[src/rtl/dctn_pkg.sv]
`timescale 1ns / 1ps
// Shared types and constants of the DC-tracked waveform normalizer.
// Used by the channel interfaces, the divider and the top level.
package dctn_pkg;

  // Field widths of the sample and result channels
  localparam int RAW_W   = 24;
  localparam int NORM_W  = 16;
  localparam int SLOT_W  = 7;
  localparam int FILL_W  = 8;
  localparam int DC_W    = 24;

  // DC tracking shift and normalization scale (4096 = 1 << 12)
  localparam int DC_SHIFT   = 5;
  localparam int SCALE_BITS = 12;

  // Quotient magnitude kept by the divider: 16 bits plus one guard bit
  localparam int QUO_W = NORM_W + 1;

  // Saturation limits of the normalized value
  localparam logic signed [NORM_W-1:0] NORM_MAX = 16'sh7FFF;
  localparam logic signed [NORM_W-1:0] NORM_MIN = 16'sh8000;
  localparam logic [QUO_W-1:0] QUO_POS_LIM = 17'd32767;
  localparam logic [QUO_W-1:0] QUO_NEG_LIM = 17'd32768;

  // Request commands
  localparam logic CMD_ADD   = 1'b0;
  localparam logic CMD_CLEAR = 1'b1;

  // Sequencer states of the top level
  typedef enum logic [2:0] {
    ST_IDLE,
    ST_DIFF,
    ST_STEP,
    ST_AC,
    ST_LOAD,
    ST_DIV,
    ST_DONE
  } state_t;

  // Status returned by the divider
  typedef struct packed {
    logic             done;
    logic             ovf;
    logic [QUO_W-1:0] quo;
  } div_stat_t;

endpackage

[src/rtl/dctn_if.sv]
`timescale 1ns / 1ps
// Valid/ready channel interfaces for sample requests and normalized results.
// Depends on dctn_pkg for the field widths.
interface dctn_sample_if;
  logic                         valid;
  logic                         ready;
  logic                         cmd;
  logic                         channel;
  logic [dctn_pkg::RAW_W-1:0]   raw_sample;

  modport source (output valid, cmd, channel, raw_sample, input ready);
  modport sink   (input valid, cmd, channel, raw_sample, output ready);
endinterface

interface dctn_result_if;
  logic                              valid;
  logic                              ready;
  logic                              out_channel;
  logic signed [dctn_pkg::NORM_W-1:0] norm_value;
  logic [dctn_pkg::SLOT_W-1:0]       slot_index;
  logic [dctn_pkg::FILL_W-1:0]       fill_count;
  logic [dctn_pkg::DC_W-1:0]         dc_level;

  modport source (output valid, out_channel, norm_value, slot_index, fill_count, dc_level,
                  input ready);
  modport sink   (input valid, out_channel, norm_value, slot_index, fill_count, dc_level,
                  output ready);
endinterface

[src/rtl/dctn_div.sv]
`timescale 1ns / 1ps
// Bit-serial restoring divider: (mag << 12) / den, one dividend bit per cycle.
// Keeps a 17-bit quotient with a sticky overflow flag; depends on dctn_pkg.
module dctn_div #(
  parameter int XW = 24
) (
  input  logic                clk,
  input  logic                rst,
  input  logic                start,
  input  logic [XW-1:0]       mag,
  input  logic [XW-1:0]       den,
  output dctn_pkg::div_stat_t stat
);

  localparam int NB = XW + dctn_pkg::SCALE_BITS;
  localparam int CNT_W = $clog2(NB + 1);

  logic                       busy;
  logic                       done;
  logic [CNT_W-1:0]           cnt;
  logic [NB-1:0]              num_sr;
  logic [XW-1:0]              rem;
  logic [XW-1:0]              den_q;
  logic [dctn_pkg::QUO_W-1:0] quo;
  logic                       ovf;

  logic [XW:0]                rem_sh;
  logic                       ge;
  logic [XW:0]                rem_sub;

  // Shift in the next dividend bit and trial-subtract the divisor
  always_comb begin
    rem_sh  = {rem, num_sr[NB-1]};
    ge      = rem_sh >= {1'b0, den_q};
    rem_sub = rem_sh - {1'b0, den_q};
  end

  // Sequence control
  always_ff @(posedge clk) begin
    if (rst) begin
      busy <= 1'b0;
      done <= 1'b0;
      cnt  <= '0;
    end else begin
      done <= 1'b0;
      if (start) begin
        busy <= 1'b1;
        cnt  <= CNT_W'(NB);
      end else if (busy) begin
        cnt <= cnt - 1'b1;
        if (cnt == CNT_W'(1)) begin
          busy <= 1'b0;
          done <= 1'b1;
        end
      end
    end
  end

  // Datapath: one quotient bit per cycle, overflow sticks once a bit leaves the top
  always_ff @(posedge clk) begin
    if (start) begin
      num_sr <= {mag, {dctn_pkg::SCALE_BITS{1'b0}}};
      den_q  <= den;
      rem    <= '0;
      quo    <= '0;
      ovf    <= 1'b0;
    end else if (busy) begin
      num_sr <= {num_sr[NB-2:0], 1'b0};
      rem    <= ge ? rem_sub[XW-1:0] : rem_sh[XW-1:0];
      quo    <= {quo[dctn_pkg::QUO_W-2:0], ge};
      ovf    <= ovf | quo[dctn_pkg::QUO_W-1];
    end
  end

  assign stat.done = done;
  assign stat.ovf  = ovf;
  assign stat.quo  = quo;

endmodule

[src/rtl/dc_tracked_waveform_normalizer.sv]
`timescale 1ns / 1ps
// Top level of the two-channel DC-tracked waveform normalizer.
// Depends on dctn_pkg, dctn_sample_if, dctn_result_if and dctn_div.
//
// Each request either adds a sample to the infrared or red channel or clears both channels.
// Let XW be SAMPLE_BITS capped at the 24-bit sample field. An added sample is accepted in
// the idle state and then passes through DC tracking and AC extraction (DIFF, STEP, AC),
// a load state, the bit-serial divider that forms (sample - dc) * 4096 / dc over an XW + 12
// bit dividend, the divider's completion flag, and the done state that saturates and
// registers the result. A clear request gives no result.
// One sample is worked on at a time; the next request is taken while a finished
// result still waits in the output register. A result that is not taken holds the
// finished sample, and with it the input, until the output register is free.
module dc_tracked_waveform_normalizer #(
  parameter int RING_DEPTH  = 128,
  parameter int SAMPLE_BITS = 24
) (
  input  logic          clk,
  input  logic          rst,
  dctn_sample_if.sink   sample,
  dctn_result_if.source result
);

  localparam int XW = (SAMPLE_BITS < dctn_pkg::RAW_W) ? SAMPLE_BITS : dctn_pkg::RAW_W;
  localparam int PW = $clog2(RING_DEPTH);
  localparam int CW = $clog2(RING_DEPTH + 1);

  // Per-channel tracking state
  logic [XW-1:0] dc_track   [2];
  logic [PW-1:0] ring_pos   [2];
  logic [CW-1:0] held_count [2];

  // Work registers of the sample in flight
  dctn_pkg::state_t state, state_next;
  logic             ch_q;
  logic [XW-1:0]    x_q;
  logic [XW-1:0]    dc_old;
  logic [XW-1:0]    absd;
  logic             up;
  logic [XW-1:0]    dc_new;
  logic [XW-1:0]    mag;
  logic             neg;
  logic [PW-1:0]    slot_q;
  logic [CW-1:0]    cnt_q;

  // Output register
  logic                               res_valid;
  logic                               res_channel;
  logic signed [dctn_pkg::NORM_W-1:0] res_norm;
  logic [dctn_pkg::SLOT_W-1:0]        res_slot;
  logic [dctn_pkg::FILL_W-1:0]        res_fill;
  logic [dctn_pkg::DC_W-1:0]          res_dc;

  // Control decodes
  logic in_ready;
  logic div_start;
  logic out_load;
  logic in_fire;

  // Step and normalization logic
  logic [XW-1:0]                      step;
  logic [XW-1:0]                      dc_step;
  logic [PW-1:0]                      slot_cur;
  logic [CW-1:0]                      held_cur;
  logic signed [dctn_pkg::NORM_W-1:0] norm;
  logic [dctn_pkg::QUO_W-1:0]         quo_neg;
  logic [31:0]                        slot_ext;
  logic [31:0]                        fill_ext;
  logic [31:0]                        dc_ext;
  dctn_pkg::div_stat_t                stat;

  dctn_div #(
    .XW (XW)
  ) u_div (
    .clk   (clk),
    .rst   (rst),
    .start (div_start),
    .mag   (mag),
    .den   (dc_new),
    .stat  (stat)
  );

  // Next state
  always_comb begin
    state_next = state;
    unique case (state)
      dctn_pkg::ST_IDLE: begin
        if (sample.valid && sample.cmd == dctn_pkg::CMD_ADD) state_next = dctn_pkg::ST_DIFF;
      end
      dctn_pkg::ST_DIFF: state_next = dctn_pkg::ST_STEP;
      dctn_pkg::ST_STEP: state_next = dctn_pkg::ST_AC;
      dctn_pkg::ST_AC:   state_next = dctn_pkg::ST_LOAD;
      dctn_pkg::ST_LOAD: state_next = dctn_pkg::ST_DIV;
      dctn_pkg::ST_DIV: begin
        if (stat.done) state_next = dctn_pkg::ST_DONE;
      end
      dctn_pkg::ST_DONE: begin
        if (!res_valid || result.ready) state_next = dctn_pkg::ST_IDLE;
      end
      default: state_next = dctn_pkg::ST_IDLE;
    endcase
  end

  // Control outputs
  always_comb begin
    in_ready  = 1'b0;
    div_start = 1'b0;
    out_load  = 1'b0;
    unique case (state)
      dctn_pkg::ST_IDLE: in_ready  = 1'b1;
      dctn_pkg::ST_LOAD: div_start = 1'b1;
      dctn_pkg::ST_DONE: out_load  = !res_valid || result.ready;
      default: ;
    endcase
  end

  assign in_fire = sample.valid && in_ready;

  always_ff @(posedge clk) begin
    if (rst) state <= dctn_pkg::ST_IDLE;
    else     state <= state_next;
  end

  // DC step: |x - dc| >> 5, at least 1
  always_comb begin
    step = absd >> dctn_pkg::DC_SHIFT;
    if (step == '0) step = XW'(1);
    dc_step = up ? (dc_old + step) : (dc_old - step);
  end

  assign slot_cur = ring_pos[ch_q];
  assign held_cur = held_count[ch_q];

  // Per-channel state: clear on reset or clear request, advance in the step cycle
  always_ff @(posedge clk) begin
    if (rst || (in_fire && sample.cmd == dctn_pkg::CMD_CLEAR)) begin
      for (int i = 0; i < 2; i++) begin
        dc_track[i]   <= '0;
        ring_pos[i]   <= '0;
        held_count[i] <= '0;
      end
    end else if (state == dctn_pkg::ST_STEP) begin
      if (dc_old == '0)      dc_track[ch_q] <= x_q;
      else if (absd != '0)   dc_track[ch_q] <= dc_step;
      ring_pos[ch_q] <= (slot_cur == PW'(RING_DEPTH - 1)) ? '0 : slot_cur + 1'b1;
      if (held_cur < CW'(RING_DEPTH)) held_count[ch_q] <= held_cur + 1'b1;
    end
  end

  // Work registers
  always_ff @(posedge clk) begin
    unique case (state)
      dctn_pkg::ST_IDLE: begin
        ch_q <= sample.channel;
        x_q  <= sample.raw_sample[XW-1:0];
      end
      dctn_pkg::ST_DIFF: begin
        dc_old <= dc_track[ch_q];
        up     <= x_q > dc_track[ch_q];
        absd   <= (x_q > dc_track[ch_q]) ? (x_q - dc_track[ch_q]) : (dc_track[ch_q] - x_q);
      end
      dctn_pkg::ST_STEP: begin
        if (dc_old == '0)    dc_new <= x_q;
        else if (absd == '0) dc_new <= dc_old;
        else                 dc_new <= dc_step;
        slot_q <= slot_cur;
        cnt_q  <= (held_cur < CW'(RING_DEPTH)) ? held_cur + 1'b1 : held_cur;
      end
      dctn_pkg::ST_AC: begin
        neg <= x_q < dc_new;
        mag <= (x_q < dc_new) ? (dc_new - x_q) : (x_q - dc_new);
      end
      default: ;
    endcase
  end

  // Saturate the signed quotient to 16 bits; zero DC gives zero
  always_comb begin
    quo_neg = -stat.quo;
    if (dc_new == '0) begin
      norm = '0;
    end else if (neg) begin
      norm = (stat.ovf || stat.quo > dctn_pkg::QUO_NEG_LIM) ? dctn_pkg::NORM_MIN
                                                             : quo_neg[dctn_pkg::NORM_W-1:0];
    end else begin
      norm = (stat.ovf || stat.quo > dctn_pkg::QUO_POS_LIM) ? dctn_pkg::NORM_MAX
                                                             : stat.quo[dctn_pkg::NORM_W-1:0];
    end
    slot_ext = 32'(slot_q);
    fill_ext = 32'(cnt_q);
    dc_ext   = 32'(dc_new);
  end

  // Output register: hold until taken, load when free
  always_ff @(posedge clk) begin
    if (rst) begin
      res_valid <= 1'b0;
    end else if (out_load) begin
      res_valid <= 1'b1;
    end else if (result.ready) begin
      res_valid <= 1'b0;
    end
  end

  always_ff @(posedge clk) begin
    if (out_load) begin
      res_channel <= ch_q;
      res_norm    <= norm;
      res_slot    <= slot_ext[dctn_pkg::SLOT_W-1:0];
      res_fill    <= fill_ext[dctn_pkg::FILL_W-1:0];
      res_dc      <= dc_ext[dctn_pkg::DC_W-1:0];
    end
  end

  assign sample.ready       = in_ready;
  assign result.valid       = res_valid;
  assign result.out_channel = res_channel;
  assign result.norm_value  = res_norm;
  assign result.slot_index  = res_slot;
  assign result.fill_count  = res_fill;
  assign result.dc_level    = res_dc;

endmodule
[src/flat_wrapper.sv]
// flat-port wrapper written by rule: the top's interface ports become plain ports
module dc_tracked_waveform_normalizer_flat 
#(
  parameter int RING_DEPTH  = 128,
  parameter int SAMPLE_BITS = 24
)
  (clk, rst, sample_valid, sample_cmd, sample_channel, sample_raw_sample, sample_ready, result_valid, result_out_channel, result_norm_value, result_slot_index, result_fill_count, result_dc_level, result_ready);
  dctn_sample_if sample_i ();
  dctn_result_if result_i ();
  input  logic clk;
  input  logic rst;
  input wire logic [$bits(sample_i.valid)-1:0] sample_valid;
  input wire logic [$bits(sample_i.cmd)-1:0] sample_cmd;
  input wire logic [$bits(sample_i.channel)-1:0] sample_channel;
  input wire logic [$bits(sample_i.raw_sample)-1:0] sample_raw_sample;
  output wire logic [$bits(sample_i.ready)-1:0] sample_ready;
  output wire logic [$bits(result_i.valid)-1:0] result_valid;
  output wire logic [$bits(result_i.out_channel)-1:0] result_out_channel;
  output wire logic [$bits(result_i.norm_value)-1:0] result_norm_value;
  output wire logic [$bits(result_i.slot_index)-1:0] result_slot_index;
  output wire logic [$bits(result_i.fill_count)-1:0] result_fill_count;
  output wire logic [$bits(result_i.dc_level)-1:0] result_dc_level;
  input wire logic [$bits(result_i.ready)-1:0] result_ready;
  assign sample_i.valid = sample_valid;
  assign sample_i.cmd = sample_cmd;
  assign sample_i.channel = sample_channel;
  assign sample_i.raw_sample = sample_raw_sample;
  assign sample_ready = sample_i.ready;
  assign result_valid = result_i.valid;
  assign result_out_channel = result_i.out_channel;
  assign result_norm_value = result_i.norm_value;
  assign result_slot_index = result_i.slot_index;
  assign result_fill_count = result_i.fill_count;
  assign result_dc_level = result_i.dc_level;
  assign result_i.ready = result_ready;
  dc_tracked_waveform_normalizer #(.RING_DEPTH(RING_DEPTH), .SAMPLE_BITS(SAMPLE_BITS)) u_core (.clk(clk), .rst(rst), .sample(sample_i), .result(result_i));
endmodule
[config.mk]
export PLATFORM = sky130hd
export DESIGN_NAME = dc_tracked_waveform_normalizer_flat
export DESIGN_NICKNAME = d
export VERILOG_FILES = /design/src/rtl/dctn_pkg.sv /design/src/rtl/dctn_if.sv /design/src/rtl/dctn_div.sv /design/src/rtl/dc_tracked_waveform_normalizer.sv /design/src/flat_wrapper.sv
export SDC_FILE = /design/constraint.sdc
export NUM_CORES = 1
export LEC_CHECK = 0
export BUFFER_PORTS_ARGS = -buffer_cell sky130_fd_sc_hd__buf_2
export CORE_ASPECT_RATIO = 1.4
export CORE_UTILIZATION = 25
export CTS_BUF_LIST = sky130_fd_sc_hd__clkbuf_8 sky130_fd_sc_hd__clkbuf_16
export CTS_CLUSTER_DIAMETER = 200
export CTS_CLUSTER_SIZE = 14
export DETAILED_ROUTE_END_ITERATION = 6
export PLACE_DENSITY_LB_ADDON = 0.25
export SETUP_SLACK_MARGIN = 0.1
export SLEW_MARGIN = 20
export SYNTH_ARGS = -nofsm -noshare
export SYNTH_HDL_FRONTEND = slang
export SYNTH_SLANG_ARGS = --single-unit
[constraint.sdc]
create_clock -name clk -period 8.4 [get_ports clk]
set_input_delay 0.84 -clock clk [delete_from_list [all_inputs] [get_ports clk]]
set_output_delay 0.84 -clock clk [all_outputs]
set_load 0.05 [all_outputs]
Word-level counts from Yosys, hierarchy flattened
Memory sizes are Yosys's and may differ from the RTL's. A register that Yosys moved wholly into a read port is not among the register bits.
Index checks and enable logic that the tools add are counted.

cells by class
  add/sub/neg operators = 11
  $mul = 0
  div/mod/pow operators = 0
  order comparisons = 6
  equality and inequality tests = 11
  shift operators = 0
  multiplexer cells = 60
  bitwise operators = 4
  reductions and logical operators = 22

operators with widths
  operator              number
  $mux 24               8
  $sub 24x24->24        5
  $logic_not 24->1      4
  $mux 36               2
  $mux 16               3
  $mux 1                36
  $ge 25x24->1          1
  $add 24x19->24        1
  $gt 24x24->1          1
  $lt 24x24->1          1
  $reduce_bool 24->1    1
  $reduce_or 24->1      1
  $sub 24x19->24        1
  $pmux 3 s7            1
  $mux 19               1
  $gt 17x15->1 const B  1
  $gt 17x16->1 const B  1
  $mux 8                2
  $neg 16->16           1
  $mux 7                2
  $mux 6                2
  $eq 3x3->1 const B    3
  $mux 3                3
  $add 8x1->8 const B   1
  other kinds (21)      31

storage, ports and cells
  register bits = 296
  bits in latches = 0
  RAM bits = 78
  ROM bits = 0
  input port bits = 30
  output and inout port bits = 58
  word-level logic and storage cells = 143
  memories kept = 3

memories
  name               words  width  rd ports  clocked after memory_dff  write ports  line                                  RTL
  u_core.dc_track    2      24     1         1                         2            dc_tracked_waveform_normalizer.sv:29  logic [XW-1:0] dc_track [2];
  u_core.held_count  2      8      1         1                         2            dc_tracked_waveform_normalizer.sv:31  logic [CW-1:0] held_count [2];
  u_core.ring_pos    2      7      1         1                         2            dc_tracked_waveform_normalizer.sv:30  logic [PW-1:0] ring_pos [2];

Logic depth before layout (Yosys ltp)
  word-level depth = 10
  mapped depth = 23
  mapped depth without buffers = 22

Modules after synthesis
From an unflattened synthesis, not the netlist that was laid out.

second synthesis, totals
  cell total of the unflattened synthesis = 2123
  area, all modules = 22370.2 um^2

by module, submodules not included
  module                          instances  cells each  area an instance (um^2)  seq. area each (um^2)
  dc_tracked_waveform_normalizer  1          1630        17185.2                  8267.9
  dctn_div                        1          493         5185.0                   2442.3

Least setup slack after synthesis
OpenSTA, ideal clock, no wires.

  path type = register to register
  start = register u_core.state[1]
  end = memory u_core.dc_track[0][0] (enable)
  setup time = 0.428 ns
  arrival time = 5.562 ns
  required time = 7.972 ns
  path slack = 2.410 ns
  stages on the path, launching flop included = 9
  buffers on the path = 2
  clock period less this slack = 5.990 ns
  path through = dfxtp_1 clkbuf_1 nor3_1 a31oi_1 and2_0 nor2b_1 o21ai_1 clkbuf_1 nand2_1

RTL lines
  element                 line                                   RTL
  start, declared         dc_tracked_waveform_normalizer.sv:34   dctn_pkg::state_t state, state_next;
  start signal, assigned  dc_tracked_waveform_normalizer.sv:120  if (rst) state <= dctn_pkg::ST_IDLE;
  start signal, assigned  dc_tracked_waveform_normalizer.sv:121  else state <= state_next;
  end, declared           dc_tracked_waveform_normalizer.sv:29

==> impl_results.md <==
- Largest family of logic cells by synthesized area: compound AO/OA/AOI/OAI gates
- 1st-pass router iterations: 5
- Max Slew Vio Count: 0
- Max Clock Freq: 168 MHz
- Fin nets: 2403
- First-pass GRT wire length: 96.9 mm
- Core Region: 0.0881 mm²
- Required time worst endpoint: 8740 ps
- CP Cell Sequence: or4_1 -> nor4_1 -> nor2b_1 -> and4_1 -> nor2_1 -> ha_1 -> mux2_2 -> ha_1 -> a211o_1 -> a2111oi_0 -> nor4_1 -> o311ai_1 -> a21boi_1 -> a211o_1 -> a21oi_1 -> xnor3_1 -> mux2i_1 -> nor2_1
- Placed inst area: 0.0240 mm²
- Tmin final: 5960 ps
- CTS resizes: 0
- VDD IR max: 201 µV
- Final Hold Vio Count: 0
- Worst Clk Skew: 31.0 ps
- Final GP Congestion: 0.886
- R2R Setup Slk: 2440 ps
- Post-CTS setup buffer count: 0
- Starting Density: 25.2%
- Count leader, synth: edfxtp_1
- Via density: 4.70
- Final TNS setup: 0 ps
- Met2 Track Usage GR: 26.8%
- Initial antenna violation count: 0
- Largest cells by area after synthesis: edfxtp_1, ha_1, mux2i_1, dfxtp_1, a21oi_1
- Clock transition at path regs: 70 ps
- Netlist Area Pre-Place: 0.0222 mm²
- Max-cap violations: 0
- Internal power: 3810 µW
- Fill cells: 9309
- Dominant synthesized flop cell: edfxtp_1
- Reg2reg path depth: 18
- Pwr dens: 239 mW/mm²
- Switching Share: 35.9%
- Synth-to-layout area growth: 11.9%
- Proportion of layout cells with a drive suffix above 1: 8.09%
- Switching power: 2140 µW
- Diode count: 0
- Die span in x: 254 µm
- Clock Latency Late Sink: 620 ps
- ANT nets after route: 0
- Grt met3 use: 0.968%
- Worst Max-Slew Pin Slew: 1030 ps
- RSZ-0062 raised after global routing: no
- Ratio of final minimum period to clock period: 71.0%
- Share of the synthesized area in the top cell type: 43.3%
- Power Total: 5950 µW
- Synth Area in Adders: 9.16%
- Routed len/inst: 18.4 µm
- Placed cell count: 3361
- Ports: 88
- Top cells by instance count after synthesis: edfxtp_1, nand2_1, nor2_1
- Largest net degree at the start of global routing: 69
- Clock network fraction of total power: 22.4%
- Final setup fails: 0
- Critical Path Fanout Max: 4
- Tightest Hold Check Type: in2reg
- CP arrival: 6300 ps
- Global route overflow: 0
- CTS Buffer Depth: 3
- Number of flops mapped to enable cells by yosys: 320
- Startpoint types: flop
- Final wirelength: 62.9 mm
- Number of synthesized register bits: 375
- Synth warnings: 0
- Syn nets: 2348
- Unique masters post-synth: 83
- H-tree depth: 1
- CP max stage delay: 700 ps
- Crit end category: flop
- CTS sink cnt: 375
- Post-synthesis sequential area ratio: 48.2%
- Post-Synth Simple-Gate Area: 13.6%
- First-iteration detailed-routing DRC count: 820
- Fin area: 0.0249 mm²
- Via count: 16.0k
- Hold slack final: 412 ps
- Gate power share: 36.8%
- Row count: 129
- Number of remaining DRC errors: 0
- Relative slew margins: 31.2%
- Met1 Usage GRT: 15.4%
- Status: finished, final reports clean
- CTS buffer count: 30
- Post-synthesis compound-gate area fraction: 14.4%
- Die ar.: 0.0901 mm²
- Hold_buf cts: 0
- Sequential power share: 40.8%
- Root buffer cell: clkbuf_16
- Xor and xnor area share after synthesis: 4.72%
- WHS Path Cells: 1
- Vias in the first global route: 16.8k
- Post-Synthesis Cells: 2159
- Asr flop ratio synth: 0%
- Post-synthesis mux area share: 5.84%
- Static Leak: 0.0103 µW
- WS Path Type: reg2reg
- Avg Inst Size Synth: 10.3 µm²
- CP max stage cell: a2111oi_0
- Hpwl dp: 48.0 mm
- Height of the die: 355 µm
- Total GRT Usage: 13.9%
- # port buffers: 87
- Yosys top cell by area: edfxtp_1
- Non-Filler Instances: 3415
- Gr busiest metal: met2
- CTS tree: yes
[cells in the final DEF, fill, tap and decap left out, types with 53 or more instances in the layout]
cell | Yosys | final
edfxtp_1 | 320 | 320
nand2_1 | 202 | 200
nor2_1 | 192 | 191
inv_1 | 152 | 173
a21oi_1 | 154 | 154
ha_1 | 153 | 153
mux2i_1 | 116 | 116
o21ai_0 | 94 | 94
buf_2 | 12 | 87
a21o_1 | 68 | 68
xnor2_1 | 65 | 65
dfxtp_1 | 55 | 53
[stage by stage]
step	worst slack, ps	util [%]
floorplan	2410	-
global placement	2530	27.2
detailed placement	2490	27.2
CTS	2470	28.2
global route	2080	28.2
finish	2440	28.2
[logic make-up after synthesis]
group / after synthesis
AO/OA/AOI/OAI: 502
XOR/XNOR: 118
adder cells (fa/ha/maj): 159
buffers and inverters: 237
flip-flops: 375
multiplexers: 128
AND/OR/NAND/NOR: 640
[worst paths after layout]
| kind | start | to |
|---|---|---|
| hold reg to reg | u_core.slot_q[0]$_DFFE_PP_ | u_core.result.slot_index[0]$_DFFE_PP_ |
| setup reg to reg | u_core.absd[8]$_DFFE_PP_ | u_core.dc_track[0][23]$_SDFFCE_PN0P_ |
| setup / recovery | u_core.absd[8]$_DFFE_PP_ | u_core.dc_track[0][23]$_SDFFCE_PN0P_ |
| hold / removal | sample_raw_sample[3] | u_core.x_q[3]$_DFFE_PP_ |
[sequential cells by signal, indices dropped and copies added (netlist names), 3 cells and up, named ones only]
name	cells
u_core.dc_old	24
u_core.result.fill_count	8
u_core.slot_q	7
u_core.u_div.rem	24
u_core.state	3
u_core.absd	24
u_core.u_div.den_q	24
u_core.x_q	24
u_core.ring_pos	14
u_core.mag	24
u_core.result.slot_index	7
u_core.dc_new	24
u_core.cnt_q	8
u_core.result.dc_level	24
u_core.u_div.num_sr	24
u_core.held_count	16
u_core.u_div.quo	17
u_core.u_div.cnt	6
u_core.result.norm_value	16
u_core.dc_track	48
[power groups by stage]
stage | clock network [µW] | registers (µW) | logic, µW
final | 1330 | 2420 | 2190
after floorplan | 0 | 2390 | 1670
after detailed placement | 0 | 2470 | 2180
after global routing | 1440 | 2440 | 2430
after CTS | 1390 | 2420 | 2200
after global placement | 0 | 2460 | 2170
[critical path, delay by kind of cell, from the launching register on]
family,cells,cell delay (ps)
multiplexers,2,500
flip-flops,1,430
AND/OR/NAND/NOR,7,1840
adder cells (fa/ha/maj),2,580
XOR/XNOR,1,250
AO/OA/AOI/OAI,6,2080
[final cells by class]
| cell class | count | area, µm² | area share, % |
|---|---|---|---|
| Clock buffer | 30 | 751 | 3.02 |
| Clock inverter | 24 | 104 | 0.418 |
| Inverter | 154 | 581 | 2.34 |
| Multi-Input combinational cell | 1547 | 10600 | 42.8 |
| Sequential cell | 375 | 10700 | 43.1 |
| Tap cell | 1179 | 1480 | 5.93 |
| Timing Repair Buffer | 106 | 591 | 2.38 |
[per-layer routing]
| metal | wire length (µm) | share of wire, % |
|---|---|---|
| met5 | 0 | 0 |
| met4 | 2170 | 3.5 |
| met3 | 1840 | 2.9 |
| met2 | 33800 | 54 |
| met1 | 25100 | 40 |
(Power assumes the default switching activity.)
